===== config.mk =====
export PLATFORM = sky130hd
export DESIGN_NAME = bde_cell
export DESIGN_NICKNAME = d
export VERILOG_FILES = /design/src/bde_pkg.sv /design/src/bde_cell.sv
export SDC_FILE = /design/constraint.sdc
export NUM_CORES = 1
export LEC_CHECK = 0
export BUFFER_PORTS_ARGS = -buffer_cell sky130_fd_sc_hd__buf_2
export CORE_ASPECT_RATIO = 0.8
export CORE_MARGIN = 3
export CORE_UTILIZATION = 40
export CTS_BUF_LIST = sky130_fd_sc_hd__clkbuf_4 sky130_fd_sc_hd__clkbuf_8
export DETAILED_ROUTE_END_ITERATION = 10
export PLACE_DENSITY_LB_ADDON = 0.12
export SYNTH_ARGS = -nofsm -noshare
export SYNTH_HDL_FRONTEND = slang
export SYNTH_SLANG_ARGS = --single-unit

===== constraint.sdc =====
create_clock -name i_clk -period 2.6 [get_ports i_clk]
set_input_delay 0.26 -clock i_clk [delete_from_list [all_inputs] [get_ports i_clk]]
set_output_delay 0.26 -clock i_clk [all_outputs]
set_load 0.05 [all_outputs]

===== src/bde_pkg.sv =====
// Shared types, codes and helpers for the bounded deque engine.
package bde_pkg;

    localparam int DEF_CAPACITY = 64;
    localparam int WORD_W       = 32;
    localparam int COUNT_W      = 7;
    localparam int OP_W         = 3;
    localparam int STATUS_W     = 2;
    localparam int TREE_FAN_LOG = 3;
    localparam int TREE_FAN     = 1 << TREE_FAN_LOG;

    typedef logic [WORD_W-1:0] t_word;

    typedef enum logic [OP_W-1:0] {
        OP_PUSH_FRONT = 3'd0,
        OP_PUSH_BACK  = 3'd1,
        OP_POP_FRONT  = 3'd2,
        OP_POP_BACK   = 3'd3,
        OP_CLEAR      = 3'd4
    } t_op;

    typedef enum logic [STATUS_W-1:0] {
        ST_OK          = 2'd0,
        ST_OVERFLOW    = 2'd1,
        ST_UNDERFLOW   = 2'd2,
        ST_CLEAR_EMPTY = 2'd3
    } t_status;

    // Per-cycle command broadcast to every cell of the chain.
    typedef struct packed {
        logic  push_front;
        logic  pop_front;
        logic  push_back;
        t_word value;
    } t_cell_ctl;

    // Register levels of the fan-in-8 OR tree over n leaves.
    function automatic int tree_levels(input int n);
        int lg;
        lg = $clog2(n);
        if (lg <= TREE_FAN_LOG) begin
            return 1;
        end
        return (lg + TREE_FAN_LOG - 1) / TREE_FAN_LOG;
    endfunction

endpackage


===== src/bde_cell.sv =====
// One storage cell of the deque chain; slot IDX counted from the front.
module bde_cell import bde_pkg::*; #(
    parameter int IDX     = 0,
    parameter int COUNT_B = 7
) (
    input  logic               i_clk,
    input  t_cell_ctl          i_ctl,
    input  logic [COUNT_B-1:0] i_count,
    input  t_word              i_left,
    input  t_word              i_right,
    output t_word              o_data,
    output t_word              o_tap
);

    t_word r_data;
    t_word n_data;

    always_comb begin
        n_data = r_data;
        if (i_ctl.push_front) begin
            n_data = i_left;
        end else if (i_ctl.pop_front) begin
            n_data = i_right;
        end else if (i_ctl.push_back && (i_count == COUNT_B'(IDX))) begin
            n_data = i_ctl.value;
        end
    end

    always_ff @(posedge i_clk) begin
        r_data <= n_data;
    end

    assign o_data = r_data;
    // this cell holds the back value
    assign o_tap  = (i_count == COUNT_B'(IDX + 1)) ? r_data : '0;

endmodule


== Word level (Yosys, flattened, before mapping) ==
Index checks and enable logic that the tools add are counted.
Operators by class
  eq/ne operators: 1
  multiplexer cells: 4
  reduce and logical (&&, ||, !) cells: 3
Operator list (count)
  32-bit 2-to-1 mux: 4
  7-bit by 1-bit == test with 1-bit output (second input constant): 1
  7-bit logical NOT: 1
  3-bit nonzero test: 1
  1-bit logical AND: 1
Word-level totals
  flip-flop bits (word level): 32
  input bits: 107
  output and inout port bits: 64
  word-level logic and storage cells: 9

== Logic depth before layout (Yosys ltp) ==
Gate-level depths: netlist (run 1).
  word-level depth: 5
  depth in mapped cells: 4

== Worst setup path before layout (run 1) ==
Ideal clock, no wire load.
  path kind: in2reg
  from: in i_count[2]
  to: reg r_data[0], in the netlist o_data[0], enable pin
  setup time: 0.388 ns
  arrival time: 1.547 ns
  data required time: 2.212 ns
  slack: 0.665 ns
  stages on the path: 3
  path through: nor4_4 > buf_6 > a211o_1
Between the ends
  longest elaborated chain between the ends: 3
Ends and longest elaborated chain
  from (decl): RTL line bde_cell.sv:8  | input logic [COUNT_B-1:0] i_count,
  7-bit logical NOT: RTL line bde_cell.sv:24  | end else if (i_ctl.push_back && (i_count == COUNT_B'(IDX))) begin
  1-bit logical AND: RTL line bde_cell.sv:24
  3-bit nonzero test (no source line)
  to (signal assigned): RTL line bde_cell.sv:30  | r_data <= n_data;
  to (decl): RTL line bde_cell.sv:15  | t_word r_data;
No other way between the ends.
A chain may end at the register's enable or synchronous reset.

== Worst setup path after layout (run 1) ==
  from: in i_count[2]
  to: out o_tap[4]
Between the ends
  longest elaborated chain between the ends: 2
Ends and longest elaborated chain
  7-bit by 1-bit == test with 1-bit output: RTL line bde_cell.sv:35  | assign o_tap = (i_count == COUNT_B'(IDX + 1)) ? r_data : '0;
  32-bit 2-to-1 mux: RTL line bde_cell.sv:35
  to (decl): RTL line bde_cell.sv:12  | output t_word o_tap
No other way between the ends.

==> results of run 1 <==
cell families after synthesis:
logic type,after synthesis,share of synthesized area (%)
and+or+nand+nor,67,23.4
DFF,32,47.1
AOI/OAI and AO/OA,33,8.29
buffers and inverters,20,5.46
muxes,32,15.7
power by group through the flow:
stage          combinational [mW]  sequential [mW]  clock [mW]
6_report                    0.488            0.667       0.371
5_1_grt                     0.522            0.674       0.405
4_1_cts                     0.494            0.667       0.382
3_5_place_dp                0.493            0.678           0
3_3_place_gp                0.490            0.674           0
2_1_floorplan               0.113            0.892           0
metal layers:
metal,global-route usage [%],routed length (um),share of wire (%)
met5,0,0,0
met4,4.75,19,0.32
met3,7.72,696,12
met2,34.9,3080,51
met1,20.8,2200,37
worst max-delay path, cell delays in order:
cell and delay [ns]:
buf_2 0.11, nor4_4 0.25, buf_4 0.31, and4b_1 0.25, buf_2 0.26
worst max path at each step:
stage                     from         to  slack (ns)  cells past startpoint
floorplan           i_count[2]  o_data[0]        0.67                      3
global placement    i_count[2]  o_data[8]        0.78                      5
detailed placement  i_count[2]  o_data[5]        0.75                      5
CTS                 i_count[2]   o_tap[4]        0.89                      5
global route        i_count[2]   o_tap[4]        0.79                      5
finish              i_count[2]   o_tap[4]        0.88                      5
layout by cell type (no fill, tap or decap), drive strengths merged, types with 7 or more instances in the layout:
master	synthesis	routed
and4b	32	32
buf	8	176
clkbuf	12	7
edfxtp	32	32
mux2i	32	32
nand2	32	32
o21ai	32	32
cell type report:
type / instances / area (um^2)
Clock inverter: 1 / 3.75
Sequential cell: 32 / 961
Timing Repair Buffer: 176 / 896
Tap cell: 60 / 75.1
Multi-Input combinational cell: 132 / 968
Fill cell: 448 / 1770
Clock buffer: 7 / 83.8
metrics by stage:
step	utilization, %	instances
6_report	62.7	408
3_3_place_gp	60.9	400
4_1_cts	62.7	408
2_1_floorplan	-	184
5_1_grt	62.7	408
3_5_place_dp	60.9	400
==> qor.json, run 1 <==
{
  "status": {
    "run_status": "complete, no violations"
  },
  "synth": {
    "postSynth.asyncResetShare_pct": 0,
    "synth.net_count": 291,
    "synth_cell_type_count": 13,
    "post_synth_edffs": 32,
    "synth_common_cells": "and4b_1, edfxtp_1, mux2i_1, nand2_1, o21ai_0",
    "average_footprint_of_a_synthesized_cell_um2": 11.1,
    "synth_area_leader_cell": "edfxtp_1",
    "postSynthRegisterBits": 32,
    "synth_top_area_share_pct": 47.1,
    "synthTopCellsByArea": "edfxtp_1, and4b_1, mux2i_1",
    "syn-cell-area_mm2": 0.00204,
    "synth_cells": 184,
    "synth_seq_area_share_pct": 47.1,
    "synth_ff_type": "edfxtp_1",
    "yosys_warnings": 0
  },
  "critical_path": {
    "kind_of_end_point_of_the_critical_path": "output port",
    "setup.worst_path.start_class": "primary input",
    "critical_path_peak_fanout": 33,
    "worst-setup-path-type": "primary input to output port",
    "worstPathArrival_ns": 1.46,
    "cp_data_required_time_ns": 2.34
  },
  "clock_network": {
    "post_cts_resized": 0,
    "clockRootBuffer": "clkbuf_8",
    "clock_tree.htree_level_count": 2,
    "tritoncts.num_buffers": 5,
    "post-cts-setup-buffer-count": 0,
    "clkTransAtPathRegs_ns": 0.06,
    "post_cts_hold_buffer_count": 0,
    "tritoncts_clock_tree": "built",
    "tritoncts_num_sinks": 32,
    "clockBufferDepth": 2
  },
  "route": {
    "postRouteAntennaNets": 0,
    "detailroute.via_count": 2035,
    "detail_route.wl_per_cell_um": 14.7,
    "initial_drt_markers": 121,
    "detail_route.wirelength_um": 5990,
    "post_drt_via_cell_ratio": 4.99,
    "detailed_routing_iterations_pass_1": 4,
    "remaining_drc_errors": 0
  },
  "run": {
    "max_cap_violations": 0
  },
  "sta": {
    "finalWorstPathRequiredPeriod_ns": 1.72,
    "rsz0062_at_grt": "no",
    "final_hold_viol_count": 0,
    "achievable-frequency_ghz": 0.580,
    "final_min_period_over_clock_period_pct": 66.3,
    "worst-slew-pin-transition_ns": 0.463,
    "setup-tns-final_ns": 0,
    "slew_headroom_pct": 69.1,
    "setup_violations": 0,
    "finalHoldWorstSlack_ns": 0.265,
    "finalWorstSetupSlack_ns": 0.877,
    "max_slew_violations": 0
  },
  "pwr": {
    "total_switching_power_mw": 0.532,
    "power.clock.fraction_pct": 24.3,
    "sw_frac_of_total_pct": 34.9,
    "pwr_density_cell_mw_per_mm2": 511,
    "power_report.internal_total_mw": 0.994,
    "pwr-share-seq_pct": 43.7,
    "power.leakage_nw": 1.64,
    "ir_drop_mv": 0.328,
    "combinationalPowerShare_pct": 32.0,
    "design_power_total_mw": 1.53
  },
  "grt": {
    "grt_first_pass_wirelength_um": 9210,
    "grt_pass1_vias": 1992,
    "grt_max_degree": 41,
    "global_route.overflow_total": 0,
    "grtUsageTotal_pct": 19.3,
    "antenna_found_initial": 0
  },
  "floorplanning": {
    "io_pins": 171,
    "die-width_um": 85.8,
    "area_of_the_core_mm2": 0.00476,
    "initial_utilization_pct": 42.8,
    "design.die.area_mm2": 0.00599,
    "floorplan.rows": 22,
    "fp.dieH_um": 69.8
  },
  "placed_design": {
    "port-buffer-count": 170,
    "detailed_place_hpwl_um": 4680,
    "gpl.final_weighted_congestion": 0.708,
    "placed_area_mm2": 0.00290,
    "dpl_worst_slack_ns": 0.752
  },
  "finish": {
    "area.growth.synth_to_final_pct": 46.6,
    "number_of_flip_flops_under_the_largest_register_name": 32,
    "drive_gt1_share_pct": 53.2,
    "final_design_area_no_fill_mm2": 0.00299,
    "fin_nets": 454,
    "insertedDiodeCount": 0
  },
  "worst_hold_path": {
    "timing.hold.worst_endpoint": "o_data[28]",
    "holdCritStartpoint": "i_left[28]",
    "holdCritPathClass": "primary input to flop",
    "hold_depth": 3
  }
}
No activity file was read; power rests on OpenSTA's default activity.
==> run 2: changes to the inputs <==
==> constraint.sdc (replaced) <==
create_clock -name i_clk -period 1.8 [get_ports i_clk]
set_input_delay 0.18 -clock i_clk [delete_from_list [all_inputs] [get_ports i_clk]]
set_output_delay 0.18 -clock i_clk [all_outputs]
set_load 0.05 [all_outputs]
==> qor.json, run 2 (same netlist as run 1, synthesis figures left out) <==
{
  "status": {
    "run_status": "complete, no violations"
  },
  "pwr": {
    "design_power_total": {"value": 2.18, "unit": "mW", "change": "+43%"},
    "pwr_density_cell": {"value": 716, "unit": "mW/mm^2", "change": "+40%"},
    "power.leakage": {"value": 1.67, "unit": "nW", "change": "+1.5%"},
    "ir_drop": {"value": 0.459, "unit": "mV", "change": "+40%"}
  },
  "finish": {
    "insertedDiodeCount": {"value": 0, "change": "unchanged"},
    "finalNonFillerCells": {"value": 411, "change": "+0.74%"},
    "fin_nets": {"value": 457, "change": "+0.66%"},
    "utilization": {"value": 63.9, "unit": "%", "change": "+1.2 points"},
    "final_design_area_no_fill": {"value": 0.00304, "unit": "mm^2", "change": "+1.9%"},
    "drive_gt1_share": {"value": 53.8, "unit": "%", "change": "+0.69 points"},
    "area.growth.synth_to_final_pct": 49.4,
    "mostFrequentLayoutCell": "buf_2",
    "number_of_flip_flops_under_the_largest_register_name": {"value": 32, "change": "unchanged"}
  },
  "floorplanning": {
    "io_pins": {"value": 171, "change": "unchanged"},
    "initial_utilization": {"value": 42.8, "unit": "%", "change": "unchanged"},
    "design.die.area": {"value": 0.00599, "unit": "mm^2", "change": "unchanged"},
    "die-width": {"value": 85.8, "unit": "um", "change": "unchanged"},
    "floorplan.rows": {"value": 22, "change": "unchanged"},
    "fp.dieH": {"value": 69.8, "unit": "um", "change": "unchanged"},
    "area_of_the_core": {"value": 0.00476, "unit": "mm^2", "change": "unchanged"}
  },
  "clock_network": {
    "tritoncts_clock_tree": "built",
    "clkTransAtPathRegs": {"value": 0.06, "unit": "ns", "change": "about the same"},
    "tritoncts.num_buffers": {"value": 5, "change": "unchanged"},
    "tritoncts_num_sinks": {"value": 32, "change": "unchanged"},
    "clockBufferDepth": {"value": 2, "change": "unchanged"},
    "clock_tree.htree_level_count": {"value": 2, "change": "unchanged"},
    "post-cts-setup-buffer-count": {"value": 0, "change": "unchanged"},
    "clockRootBuffer": "clkbuf_8",
    "post_cts_hold_buffer_count": {"value": 0, "change": "unchanged"},
    "post_cts_resized": {"value": 0, "change": "unchanged"}
  },
  "grt": {
    "global_route.overflow_total": {"value": 0, "change": "unchanged"},
    "grtUsageTotal": {"value": 19.9, "unit": "%", "change": "+0.62 points"},
    "antenna_found_initial": {"value": 0, "change": "unchanged"},
    "grt_max_degree": {"value": 34, "change": "-17%"},
    "grt_first_pass_wirelength": {"value": 9370, "unit": "um", "change": "+1.7%"},
    "grt_pass1_vias": {"value": 1978, "change": "-0.70%"}
  },
  "sta": {
    "final_hold_viol_count": {"value": 0, "change": "unchanged"},
    "max_slew_violations": {"value": 0, "change": "unchanged"},
    "setup-tns-final": {"value": 0, "unit": "ns", "change": "unchanged"},
    "final_min_period_over_clock_period_pct": 84.2,
    "setup_violations": {"value": 0, "change": "unchanged"},
    "finalWorstSetupSlack": {"value": 0.285, "unit": "ns", "change": "-0.592 ns"},
    "rsz0062_at_grt": "no",
    "achievable-frequency_ghz": 0.660,
    "finalWorstPathRequiredPeriod_ns": 1.52,
    "finalHoldWorstSlack": {"value": 0.180, "unit": "ns", "change": "-0.0854 ns"},
    "slew_headroom": {"value": 67.5, "unit": "%", "change": "-1.6 points"},
    "worst-slew-pin-transition": {"value": 0.480, "unit": "ns", "change": "+0.0172 ns"}
  },
  "critical_path": {
    "setup.worst_path.start_class": "primary input",
    "cp_data_required_time": {"value": 1.62, "unit": "ns", "change": "-0.72 ns"},
    "worstPathArrival": {"value": 1.34, "unit": "ns", "change": "-0.12 ns"},
    "worst-setup-path-type": "primary input to output port",
    "kind_of_end_point_of_the_critical_path": "output port",
    "critical_path_peak_fanout": {"value": 33, "change": "unchanged"},
    "timing.critical_path.from": "i_count[2]"
  },
  "placed_design": {
    "placed_cells_incl_taps": {"value": 403, "change": "+0.75%"},
    "port-buffer-count": {"value": 170, "change": "unchanged"},
    "dpl_worst_slack": {"value": 0.246, "unit": "ns", "change": "-0.505 ns"},
    "gpl.final_weighted_congestion": {"value": 0.726, "change": "+2.6%"},
    "placed_area": {"value": 0.00296, "unit": "mm^2", "change": "+2.1%"}
  },
  "route": {
    "postRouteAntennaNets": {"value": 0, "change": "unchanged"},
    "detail_route.wl_per_cell": {"value": 14.5, "unit": "um", "change": "-1.1%"},
    "post_drt_via_cell_ratio": {"value": 4.94, "change": "-0.88%"},
    "initial_drt_markers": {"value": 63, "change": "-48%"},
    "detail_route.wirelength": {"value": 5970, "unit": "um", "change": "-0.35%"},
    "detailed_routing_iterations_pass_1": {"value": 4, "change": "unchanged"},
    "remaining_drc_errors": {"value": 0, "change": "unchanged"},
    "detailroute.via_count": {"value": 2032, "change": "-0.15%"}
  },
  "worst_hold_path": {
    "holdCritPathClass": "primary input to flop",
    "hold_depth": {"value": 3, "change": "unchanged"},
    "holdCritStartpoint": "i_left[1]",
    "timing.hold.worst_endpoint": "o_data[1]"
  },
  "run": {
    "max_cap_violations": {"value": 0, "change": "unchanged"}
  }
}
## run 2: changes by cell type in the layout (fill, tap and decap cells not counted), sizes merged
cell    change
buf         +3
clkbuf      -2
clkinv      +2
## run 2: area by class of cell
class	count	area [um^2]
Clock buffer	5	68.8
Timing Repair Buffer	179	956
Tap cell	60	75.1
Multi-Input combinational cell	132	970
Clock inverter	3	13.8
Fill cell	422	1720
Sequential cell	32	961
## run 2: layer usage
metal	vias up	GRT usage [%]	share of wire, %	wire [um]
li1	1036	-	-	-
met1	898	22.0	38	2250
met2	94	35.7	51	3070
met3	4	6.65	10	602
met4	0	6.33	0.95	57
met5	-	0	0	0
## run 2: worst max-delay path: stages
cell     delay, ns
buf_2         0.11
nor4_4        0.31
buf_12        0.21
and4b_1       0.24
buf_2         0.28
## run 2: worst max path at each step
stage / depth (start not counted) / to
after CTS: 5 / o_tap[16]
final: 5 / o_tap[0]
after detailed placement: 5 / o_data[4]
after global placement: 5 / o_data[6]
after floorplan: 3 / o_data[0]
after global routing: 5 / o_tap[0]
## run 2: where the power goes
| group | internal [mW] | switching, mW | total (mW) | leakage [nW] |
|---|---|---|---|---|
| clock network | 0.262 | 0.237 | 0.498 | 0.0453 |
| registers | 0.925 | 0.0362 | 0.962 | 0.330 |
| logic | 0.223 | 0.496 | 0.719 | 1.29 |
